File: config.mk
export PLATFORM = sky130hd
export DESIGN_NAME = ordered_handle_list
export DESIGN_NICKNAME = d
export VERILOG_FILES = /design/src/hw/rtl/ohl_pkg.sv /design/src/hw/rtl/ordered_handle_list.sv /design/src/hw/rtl/ohl_slot_alloc.sv
export VERILOG_INCLUDE_DIRS = /design/src /design/src/hw/rtl
export SDC_FILE = /design/constraint.sdc
export NUM_CORES = 2
export LEC_CHECK = 0
export ABC_AREA = 1
export BUFFER_PORTS_ARGS = -buffer_cell sky130_fd_sc_hd__buf_2
export CORE_ASPECT_RATIO = 2
export CORE_UTILIZATION = 50
export CTS_BUF_LIST = sky130_fd_sc_hd__clkbuf_4 sky130_fd_sc_hd__clkbuf_8 sky130_fd_sc_hd__clkbuf_16
export CTS_CLUSTER_SIZE = 28
export DETAILED_ROUTE_END_ITERATION = 10
export PLACE_DENSITY_LB_ADDON = 0.2
export SYNTH_ARGS = -nofsm -noshare
export SYNTH_HDL_FRONTEND = slang
export SYNTH_SLANG_ARGS = --single-unit
File: constraint.sdc
create_clock -name clk -period 6.3 [get_ports clk]
set_input_delay 1.89 -clock clk [delete_from_list [all_inputs] [get_ports clk]]
set_output_delay 1.89 -clock clk [all_outputs]
set_load 0.005 [all_outputs]
File: src/hw/rtl/ordered_handle_list_macros.svh
// Assertion macros for the ordered handle list.
// Included by the modules that carry concurrent checks; expects clk and rst_n in scope.
`ifndef ORDERED_HANDLE_LIST_MACROS_SVH
`define ORDERED_HANDLE_LIST_MACROS_SVH

// Same-cycle implication, disabled during reset.
`define OHL_ASSERT_IMPL(label, ante, cons) \
    label: assert property (@(posedge clk) disable iff (!rst_n) (ante) |-> (cons)) \
        else $error("ordered_handle_list: same-cycle check failed");

// Next-cycle implication, disabled during reset.
`define OHL_ASSERT_NEXT(label, ante, cons) \
    label: assert property (@(posedge clk) disable iff (!rst_n) (ante) |=> (cons)) \
        else $error("ordered_handle_list: next-cycle check failed");

`endif

File: src/hw/rtl/ohl_pkg.sv
// Shared constants for the ordered handle list: default depth, payload width, codes.
// No dependencies.
package ohl_pkg;

    localparam int ENTRIES_DEFAULT = 16;
    localparam int SEQ_W           = 64;

    localparam logic OP_APPEND = 1'b0;
    localparam logic OP_REMOVE = 1'b1;

    localparam logic [1:0] STATUS_DONE     = 2'd0;
    localparam logic [1:0] STATUS_FULL     = 2'd1;
    localparam logic [1:0] STATUS_NOT_LIVE = 2'd2;

endpackage

File: src/hw/rtl/ordered_handle_list.sv
// Top level of the ordered handle list: sequencer, link and sequence memories.
// Depends on ohl_pkg, ohl_slot_alloc and ordered_handle_list_macros.svh.
//
//  channel | direction | handshake          | beat fields
//  --------+-----------+--------------------+----------------------------------------------
//  in      | into      | in_valid/in_stall  | opcode, sequence_value, entry_handle
//  out     | out of    | out_valid/out_stall| status, assigned_handle, list_empty,
//          |           |                    | entry_count, oldest/newest handle+sequence
//
// Appends, rejected appends and rejected removes load the result register at the accepting
// edge. A remove of a live handle passes through ST_LINK and ST_FETCH: link memory read,
// relink plus sequence memory read of the new end entry, then result load.
// Reset clears the live bits, pointers and count at once; the memories need no clearing pass.
// A new beat is taken only when the sequencer is idle and the result register is empty or
// draining in the same cycle, so a stalled output holds the input off.

`include "ordered_handle_list_macros.svh"

module ordered_handle_list #(
    parameter int ENTRIES = ohl_pkg::ENTRIES_DEFAULT,
    parameter int IW      = $clog2(ENTRIES),
    parameter int CW      = $clog2(ENTRIES + 1)
) (
    input  logic                     clk,
    input  logic                     rst_n,

    input  logic                     in_valid,
    output logic                     in_stall,
    input  logic                     opcode,
    input  logic [ohl_pkg::SEQ_W-1:0] sequence_value,
    input  logic [IW-1:0]            entry_handle,

    output logic                     out_valid,
    input  logic                     out_stall,
    output logic [1:0]               status,
    output logic [IW-1:0]            assigned_handle,
    output logic                     list_empty,
    output logic [CW-1:0]            entry_count,
    output logic [IW-1:0]            oldest_handle,
    output logic [ohl_pkg::SEQ_W-1:0] oldest_sequence,
    output logic [IW-1:0]            newest_handle,
    output logic [ohl_pkg::SEQ_W-1:0] newest_sequence
);

    localparam int SW = ohl_pkg::SEQ_W;

    typedef enum logic [2:0] {
        ST_IDLE  = 3'b001,
        ST_LINK  = 3'b010,
        ST_FETCH = 3'b100
    } state_t;

    typedef struct packed {
        logic          set_en;
        logic          clr_en;
        logic [IW-1:0] idx;
    } alloc_ctl_t;

    typedef struct packed {
        logic          full;
        logic [IW-1:0] free_slot;
    } alloc_stat_t;

    // sequencer and list pointers
    state_t          state_reg, state_next;
    logic [IW-1:0]   oldest_reg, oldest_next;
    logic [IW-1:0]   newest_reg, newest_next;
    logic [CW-1:0]   count_reg, count_next;
    logic [SW-1:0]   oldest_seq_reg, oldest_seq_next;
    logic [SW-1:0]   newest_seq_reg, newest_seq_next;
    logic [IW-1:0]   rm_handle_reg, rm_handle_next;
    logic            upd_old_reg, upd_old_next;
    logic            upd_new_reg, upd_new_next;

    // result register
    logic            out_valid_reg, out_valid_next;
    logic [1:0]      status_reg;
    logic [IW-1:0]   assigned_reg;
    logic            empty_reg;
    logic [CW-1:0]   count_out_reg;
    logic [IW-1:0]   oldest_out_reg;
    logic [SW-1:0]   oldest_seq_out_reg;
    logic [IW-1:0]   newest_out_reg;
    logic [SW-1:0]   newest_seq_out_reg;

    logic            load_res;
    logic [1:0]      res_status;
    logic [IW-1:0]   res_assigned;

    // memories: prev/next links and sequence numbers, one read port each, registered read
    logic [SW-1:0]   seq_mem  [ENTRIES];
    logic [IW-1:0]   next_mem [ENTRIES];
    logic [IW-1:0]   prev_mem [ENTRIES];
    logic [SW-1:0]   seq_q;
    logic [IW-1:0]   next_q;
    logic [IW-1:0]   prev_q;

    logic            seq_we;
    logic [IW-1:0]   seq_waddr;
    logic [IW-1:0]   seq_raddr;
    logic            next_we;
    logic [IW-1:0]   next_waddr;
    logic [IW-1:0]   next_wdata;
    logic            prev_we;
    logic [IW-1:0]   prev_waddr;
    logic [IW-1:0]   prev_wdata;

    alloc_ctl_t      alloc_ctl;
    alloc_stat_t     alloc_stat;
    logic            handle_live;

    logic            in_acc;
    logic            is_oldest;
    logic            is_newest;

    ohl_slot_alloc #(
        .ENTRIES (ENTRIES),
        .IW      (IW)
    ) u_alloc (
        .clk        (clk),
        .rst_n      (rst_n),
        .ctl        (alloc_ctl),
        .query_idx  (entry_handle),
        .query_live (handle_live),
        .stat       (alloc_stat)
    );

    assign in_stall = (state_reg != ST_IDLE) || (out_valid_reg && out_stall);
    assign in_acc   = in_valid && !in_stall;

    // the removed entry is an end of the list exactly when it matches that pointer;
    // end links are not kept up to date, so they come from these compares
    assign is_oldest = (rm_handle_reg == oldest_reg);
    assign is_newest = (rm_handle_reg == newest_reg);

    always_comb
    begin
        state_next      = state_reg;
        oldest_next     = oldest_reg;
        newest_next     = newest_reg;
        count_next      = count_reg;
        oldest_seq_next = oldest_seq_reg;
        newest_seq_next = newest_seq_reg;
        rm_handle_next  = rm_handle_reg;
        upd_old_next    = upd_old_reg;
        upd_new_next    = upd_new_reg;

        load_res        = 1'b0;
        res_status      = ohl_pkg::STATUS_DONE;
        res_assigned    = '0;

        seq_we          = 1'b0;
        seq_waddr       = alloc_stat.free_slot;
        seq_raddr       = is_oldest ? next_q : prev_q;
        next_we         = 1'b0;
        next_waddr      = newest_reg;
        next_wdata      = alloc_stat.free_slot;
        prev_we         = 1'b0;
        prev_waddr      = alloc_stat.free_slot;
        prev_wdata      = newest_reg;

        alloc_ctl       = '{set_en: 1'b0, clr_en: 1'b0, idx: alloc_stat.free_slot};

        unique case (state_reg)
            ST_IDLE:
            begin
                if (in_acc)
                begin
                    if (opcode == ohl_pkg::OP_APPEND)
                    begin
                        load_res = 1'b1;
                        if (alloc_stat.full)
                        begin
                            res_status = ohl_pkg::STATUS_FULL;
                        end
                        else
                        begin
                            res_assigned     = alloc_stat.free_slot;
                            alloc_ctl.set_en = 1'b1;
                            seq_we           = 1'b1;
                            prev_we          = 1'b1;
                            next_we          = (count_reg != '0);
                            newest_next      = alloc_stat.free_slot;
                            newest_seq_next  = sequence_value;
                            if (count_reg == '0)
                            begin
                                oldest_next     = alloc_stat.free_slot;
                                oldest_seq_next = sequence_value;
                            end
                            count_next = count_reg + CW'(1);
                        end
                    end
                    else if (!handle_live)
                    begin
                        load_res   = 1'b1;
                        res_status = ohl_pkg::STATUS_NOT_LIVE;
                    end
                    else
                    begin
                        rm_handle_next = entry_handle;
                        state_next     = ST_LINK;
                    end
                end
            end

            ST_LINK:
            begin
                alloc_ctl.clr_en = 1'b1;
                alloc_ctl.idx    = rm_handle_reg;
                count_next       = count_reg - CW'(1);
                upd_old_next     = is_oldest && !is_newest;
                upd_new_next     = is_newest && !is_oldest;
                next_waddr       = prev_q;
                next_wdata       = next_q;
                prev_waddr       = next_q;
                prev_wdata       = prev_q;
                if (!is_oldest && !is_newest)
                begin
                    next_we = 1'b1;
                    prev_we = 1'b1;
                end
                if (is_oldest)
                begin
                    oldest_next = next_q;
                end
                if (is_newest)
                begin
                    newest_next = prev_q;
                end
                state_next = ST_FETCH;
            end

            ST_FETCH:
            begin
                if (upd_old_reg)
                begin
                    oldest_seq_next = seq_q;
                end
                if (upd_new_reg)
                begin
                    newest_seq_next = seq_q;
                end
                load_res   = 1'b1;
                state_next = ST_IDLE;
            end

            default:
            begin
                state_next = ST_IDLE;
            end
        endcase
    end

    assign out_valid_next = load_res || (out_valid_reg && out_stall);

    always_ff @(posedge clk or negedge rst_n)
    begin
        if (!rst_n)
        begin
            state_reg     <= ST_IDLE;
            oldest_reg    <= '0;
            newest_reg    <= '0;
            count_reg     <= '0;
            upd_old_reg   <= 1'b0;
            upd_new_reg   <= 1'b0;
            out_valid_reg <= 1'b0;
        end
        else
        begin
            state_reg     <= state_next;
            oldest_reg    <= oldest_next;
            newest_reg    <= newest_next;
            count_reg     <= count_next;
            upd_old_reg   <= upd_old_next;
            upd_new_reg   <= upd_new_next;
            out_valid_reg <= out_valid_next;
        end
    end

    // payload registers, no reset
    always_ff @(posedge clk)
    begin
        oldest_seq_reg <= oldest_seq_next;
        newest_seq_reg <= newest_seq_next;
        rm_handle_reg  <= rm_handle_next;
        if (load_res)
        begin
            status_reg         <= res_status;
            assigned_reg       <= res_assigned;
            empty_reg          <= (count_next == '0);
            count_out_reg      <= count_next;
            oldest_out_reg     <= (count_next == '0) ? '0 : oldest_next;
            oldest_seq_out_reg <= (count_next == '0) ? '0 : oldest_seq_next;
            newest_out_reg     <= (count_next == '0) ? '0 : newest_next;
            newest_seq_out_reg <= (count_next == '0) ? '0 : newest_seq_next;
        end
    end

    always_ff @(posedge clk)
    begin
        if (seq_we)
        begin
            seq_mem[seq_waddr] <= sequence_value;
        end
        seq_q <= seq_mem[seq_raddr];
    end

    always_ff @(posedge clk)
    begin
        if (next_we)
        begin
            next_mem[next_waddr] <= next_wdata;
        end
        next_q <= next_mem[entry_handle];
    end

    always_ff @(posedge clk)
    begin
        if (prev_we)
        begin
            prev_mem[prev_waddr] <= prev_wdata;
        end
        prev_q <= prev_mem[entry_handle];
    end

    assign out_valid       = out_valid_reg;
    assign status          = status_reg;
    assign assigned_handle = assigned_reg;
    assign list_empty      = empty_reg;
    assign entry_count     = count_out_reg;
    assign oldest_handle   = oldest_out_reg;
    assign oldest_sequence = oldest_seq_out_reg;
    assign newest_handle   = newest_out_reg;
    assign newest_sequence = newest_seq_out_reg;

    // a full table means every slot is counted
    `OHL_ASSERT_IMPL(a_full_count, alloc_stat.full, count_reg == CW'(ENTRIES))
    // a live remove always goes through the relink step
    `OHL_ASSERT_NEXT(a_remove_links,
        in_acc && (opcode == ohl_pkg::OP_REMOVE) && handle_live, state_reg == ST_LINK)
    // the result register is free while a remove is in flight
    `OHL_ASSERT_IMPL(a_link_out_free, state_reg == ST_LINK, !out_valid_reg)
    // the fetch step always presents a result
    `OHL_ASSERT_NEXT(a_fetch_result, state_reg == ST_FETCH, out_valid_reg)

endmodule

File: src/hw/rtl/ohl_slot_alloc.sv
// Slot allocator: per-slot live bits, lowest-free search, live lookup by handle.
// Depends on nothing but its parameters; instantiated by ordered_handle_list.
module ohl_slot_alloc #(
    parameter int ENTRIES = 16,
    parameter int IW      = $clog2(ENTRIES)
) (
    input  logic                 clk,
    input  logic                 rst_n,
    input  logic [IW+1:0]        ctl,        // {set_en, clr_en, set/clr index}
    input  logic [IW-1:0]        query_idx,
    output logic                 query_live,
    output logic [IW:0]          stat        // {full, free_slot}
);

    typedef struct packed {
        logic          set_en;
        logic          clr_en;
        logic [IW-1:0] idx;
    } alloc_ctl_t;

    typedef struct packed {
        logic          full;
        logic [IW-1:0] free_slot;
    } alloc_stat_t;

    alloc_ctl_t    ctl_s;
    alloc_stat_t   stat_s;
    logic [ENTRIES-1:0] live_reg;
    logic [ENTRIES-1:0] live_next;

    assign ctl_s = alloc_ctl_t'(ctl);
    assign stat  = stat_s;

    always_comb
    begin
        live_next = live_reg;
        if (ctl_s.set_en)
        begin
            live_next[ctl_s.idx] = 1'b1;
        end
        if (ctl_s.clr_en)
        begin
            live_next[ctl_s.idx] = 1'b0;
        end
    end

    always_ff @(posedge clk or negedge rst_n)
    begin
        if (!rst_n)
        begin
            live_reg <= '0;
        end
        else
        begin
            live_reg <= live_next;
        end
    end

    // lowest free slot wins
    always_comb
    begin
        stat_s.full      = 1'b1;
        stat_s.free_slot = '0;
        for (int i = ENTRIES - 1; i >= 0; i--)
        begin
            if (!live_reg[i])
            begin
                stat_s.full      = 1'b0;
                stat_s.free_slot = IW'(i);
            end
        end
    end

    // handles at or beyond the depth are never live
    assign query_live = ({1'b0, query_idx} < (IW+1)'(ENTRIES)) && live_reg[query_idx];

endmodule
==> impl_metrics.prom <==
# TYPE chip_impl_metric gauge
chip_impl_info{name="outcome",value="finished clean"} 1
chip_impl_metric{name="preCtsSetupSlack",unit="ps"} 1260
chip_impl_metric{name="hold_buffers",unit=""} 0
chip_impl_info{name="worstSetupEndpointType",value="flop"} 1
chip_impl_metric{name="final.fill_count",unit=""} 9681
chip_impl_metric{name="synth-xor-area-share",unit="%"} 0.0720
chip_impl_metric{name="post-cts-setup-buffer-count",unit=""} 0
chip_impl_metric{name="worstPathBufferInverterCount",unit=""} 3
chip_impl_metric{name="h-tree-depth",unit=""} 4
chip_impl_metric{name="synth.cell_area",unit="sq mm"} 0.0608
chip_impl_metric{name="route.detailed.drc",unit=""} 0
chip_impl_metric{name="drt-pass1-iter-count",unit=""} 8
chip_impl_metric{name="power.density",unit="mW/mm^2"} 418
chip_impl_info{name="synthDominantAreaCellType",value="edfxtp_1"} 1
chip_impl_metric{name="syn2layout_area_growth",unit="%"} 12.7
chip_impl_metric{name="ios",unit=""} 223
chip_impl_info{name="cpMostUsedCell",value="nand2_1"} 1
chip_impl_metric{name="min_period",unit="ps"} 4520
chip_impl_info{name="cts-root-buf",value="clkbuf_16"} 1
chip_impl_metric{name="die_width",unit="um"} 249
chip_impl_metric{name="yosysUniqueCellTypes",unit=""} 40
chip_impl_info{name="timing.setup.critical_path_class",value="reg -> reg"} 1
chip_impl_info{name="nature_of_the_critical_path_startpoint",value="flop"} 1
chip_impl_metric{name="tritoncts.num_buffers",unit=""} 133
chip_impl_metric{name="finalCritPeriodShare",unit="%"} 71.8
chip_impl_metric{name="nNetsFinal",unit=""} 5021
chip_impl_metric{name="io_buffers",unit=""} 222
chip_impl_info{name="most_common_cell_after_layout_fill_and_taps_aside",value="edfxtp_1"} 1
chip_impl_metric{name="cap_violations",unit=""} 0
chip_impl_info{name="holdCritStartpoint",value="newest_seq_reg[47]"} 1
chip_impl_metric{name="synth-seq-area-share",unit="%"} 72.4
chip_impl_info{name="cp_cell_sequence",value="inv_1 > nand2_1 > a21oi_1 > nand2_1 > or2_1 > o21ai_4 > buf_4 > buf_4 > or2_2 > o21ai_0 > o221ai_1 > nand3_1 > nand2_1"} 1
chip_impl_metric{name="via_per_inst",unit=""} 6.04
chip_impl_metric{name="finalClockSkew",unit="ps"} 32.6
chip_impl_metric{name="hold-worst-slack",unit="ps"} 461
chip_impl_metric{name="post_synth_mux_area_share",unit="%"} 0.543
chip_impl_metric{name="first_global_vias",unit=""} 39670
chip_impl_metric{name="largest_net_degree_at_the_start_of_global_routing",unit=""} 199
chip_impl_metric{name="post_route_cells_drive_above_1_share",unit="%"} 17.3
chip_impl_metric{name="num_vias",unit=""} 40167
chip_impl_info{name="cp-startpoint",value="rm_handle_reg[0]"} 1
chip_impl_metric{name="final-max-slew-violation-count",unit=""} 0
chip_impl_metric{name="gp_routability_congestion",unit=""} 0.923
chip_impl_info{name="postSynth.topFlopCell",value="edfxtp_1"} 1
chip_impl_metric{name="fraction_of_synthesized_cell_area_taken_by_the_top_area_cell_type",unit="%"} 64.4
chip_impl_metric{name="drt-initial-drc-count",unit=""} 3913
chip_impl_metric{name="timing.critical_path.arrival",unit="ps"} 5130
chip_impl_info{name="critical_path.reg2reg.endpoint",value="seq_q[20]"} 1
chip_impl_metric{name="fmax",unit="GHz"} 0.221
chip_impl_metric{name="critical_path_required",unit="ps"} 6910
chip_impl_metric{name="vdd.ir_drop.worst",unit="V"} 0.000315
chip_impl_metric{name="ctsLongestPathBuffers",unit=""} 3
chip_impl_metric{name="tritoncts_num_sinks",unit=""} 1539
chip_impl_metric{name="worstSkewPairLatency",unit="ps"} 770
chip_impl_metric{name="leakagePower",unit="nW"} 24.2
chip_impl_metric{name="postLayoutSetupSlackWorst",unit="ps"} 1780
chip_impl_info{name="timing.hold.worst_endpoint",value="newest_seq_reg[47]"} 1
chip_impl_metric{name="timing.critical_path.slowest_cell_delay",unit="ps"} 760
chip_impl_metric{name="start_util",unit="%"} 50.4
chip_impl_metric{name="grt_overflow_total",unit=""} 0
chip_impl_info{name="synth_top_cells_by_area",value="edfxtp_1 (64%), dfxtp_1 (6.6%), o21ai_0 (5.2%)"} 1
chip_impl_info{name="worst_path_dominant_cell_family",value="simple AND/OR/NAND/NOR gates"} 1
chip_impl_metric{name="synth.ff_latch_count",unit=""} 1539
chip_impl_metric{name="synth-adder-area-share",unit="%"} 0.0412
chip_impl_metric{name="ant_nets",unit=""} 0
chip_impl_metric{name="r2r.worst_path.cells",unit=""} 13
chip_impl_info{name="max_flop_register",value="seq_mem"} 1
chip_impl_metric{name="coreArea",unit="sq mm"} 0.120
chip_impl_metric{name="site_rows",unit=""} 180
chip_impl_metric{name="cts_resized",unit=""} 0
chip_impl_metric{name="synth-warning-count",unit=""} 0
chip_impl_metric{name="synth-edff-count",unit=""} 1304
chip_impl_info{name="synth_top_family_by_area",value="compound AO/OA/AOI/OAI gates"} 1
chip_impl_metric{name="final_hpwl_from_detailed_placement",unit="um"} 113000
chip_impl_info{name="min-delay-path-class",value="reg -> reg"} 1
chip_impl_metric{name="r2r_slack",unit="ps"} 1780
chip_impl_metric{name="drt_wl_total",unit="um"} 183000
chip_impl_info{name="worst_path_max_delay_cell",value="buf_4"} 1
chip_impl_metric{name="synthCells",unit=""} 4828
chip_impl_metric{name="synth-compound-area-share",unit="%"} 13.0
chip_impl_info{name="rsz_0062_raised_after_global_routing",value="false"} 1
chip_impl_info{name="cts_tree",value="yes"} 1
chip_impl_metric{name="syn-num-nets",unit=""} 4903
chip_impl_metric{name="cp_max_fo",unit=""} 100
chip_impl_metric{name="cts.clk_slew.worst_paths",unit="ps"} 70
chip_impl_metric{name="timing.max_slew.rel_slack",unit="%"} 10.8
chip_impl_metric{name="holdPathStages",unit=""} 2
chip_impl_metric{name="all_layer_global_routing_usage",unit="%"} 29.6
chip_impl_metric{name="largest_register_ffs",unit=""} 1024
chip_impl_metric{name="fp.dieArea",unit="sq mm"} 0.123
chip_impl_metric{name="setup_viol_count_final",unit=""} 0
chip_impl_metric{name="worstMarginPinSlew",unit="ps"} 1330
chip_impl_metric{name="post_synth_and_or_nand_nor_area_fraction",unit="%"} 9.69
chip_impl_metric{name="ys_async_sr_fraction",unit="%"} 2.27
chip_impl_metric{name="grt_antenna_before_repair",unit=""} 25
chip_impl_metric{name="grt_first_pass_wirelength",unit="um"} 264000
chip_impl_metric{name="timing.setup.tns",unit="ps"} 0
chip_impl_metric{name="final_hold_viol_count",unit=""} 0
chip_impl_metric{name="avgSynthCellArea",unit="sq um"} 12.6
chip_impl_metric{name="detail_route.wl_per_cell",unit="um"} 27.5
chip_impl_metric{name="fp.dieH",unit="um"} 495
chip_impl_info{name="launch_point_of_the_worst_reg_to_reg_path",value="rm_handle_reg[0]"} 1
chip_impl_info{name="layout.cells.most_common_list",value="edfxtp_1 (1304), o21ai_0 (630), nor2_1 (469)"} 1
-- cell usage after synthesis (all sizes together) (5+ instances only) --
| master | n |
|---|---|
| o21ai | 657 |
| nand4 | 19 |
| nor2 | 487 |
| a221oi | 53 |
| xor2 | 5 |
| dfrtp | 34 |
| o221ai | 219 |
| a21oi | 193 |
| or2 | 286 |
| dfxtp | 200 |
| o211ai | 104 |
| edfxtp | 1304 |
| buf | 75 |
| a31oi | 9 |
| o22ai | 64 |
| clkbuf | 250 |
| nor3 | 30 |
| nand3 | 181 |
| nand2 | 280 |
| inv | 333 |
| mux2i | 33 |
-- through the flow --
step	instances	instance area, sq um	power, mW	utilization, %
floorplan	4828	60800	17.0	-
detailed placement	6358	63700	20.1	52.9
finish	6653	68500	28.6	56.9
global placement	6358	63700	19.9	52.9
global route	6645	68500	29.6	56.8
CTS	6604	68400	28.7	56.8
-- logic make-up (layout without fill, tap and decap cells) --
kind of cell | after synthesis | count (layout)
xor gates and xnor gates | 5 | 5
AOI/OAI and AO/OA | 1304 | 1304
adders and majority gates | 2 | 2
and+or+nand+nor | 1285 | 1285
buffers and inverters | 660 | 889
other | 0 | 49
muxes | 33 | 33
DFF | 1539 | 1539
-- how the worst max path moves through the flow --
| stage | end | cells past startpoint |
|---|---|---|
| floorplan | assigned_handle[0] | 7 |
| global placement | newest_sequence[39] | 12 |
| finish | seq_q[20] | 13 |
| detailed placement | newest_sequence[55] | 12 |
| global route | seq_q[43] | 13 |
| CTS | seq_q[20] | 13 |
-- layer usage --
metal,vias up,global-route usage (%),part of all wire (%)
li1,17954,-,-
met1,20176,31.2,34
met2,1598,52.4,52
met3,433,3.89,5.3
met4,6,25.4,9.4
met5,-,0,0.020
-- worst register-to-register path: cells and delay by family, from the launching register on --
family                 cells  cell delay, ps
AOI/OAI and AO/OA          4             790
and+or+nand+nor            6            1720
DFF                        1             460
buffers and inverters      3            1390
-- where the power goes --
group	leakage [nW]	switching, mW	internal (mW)
Combinational	7.98	4.78	1.77
Sequential	14.0	0.761	12.6
Clock	2.30	3.75	4.97
-- final cells by class --
cell class                      count  area [sq um]  area share, %
Sequential cell                  1539         44000           64.3
Multi-Input combinational cell   2629         14400           21.0
Clock buffer                      177          3820           5.57
Timing Repair Buffer              308          2070           3.02
Tap cell                         1547          1940           2.83
Inverter                          335          1280           1.87
Clock inverter                     69           830           1.21
Antenna cell                       49           123          0.179
No activity file was read; power rests on OpenSTA's default activity.
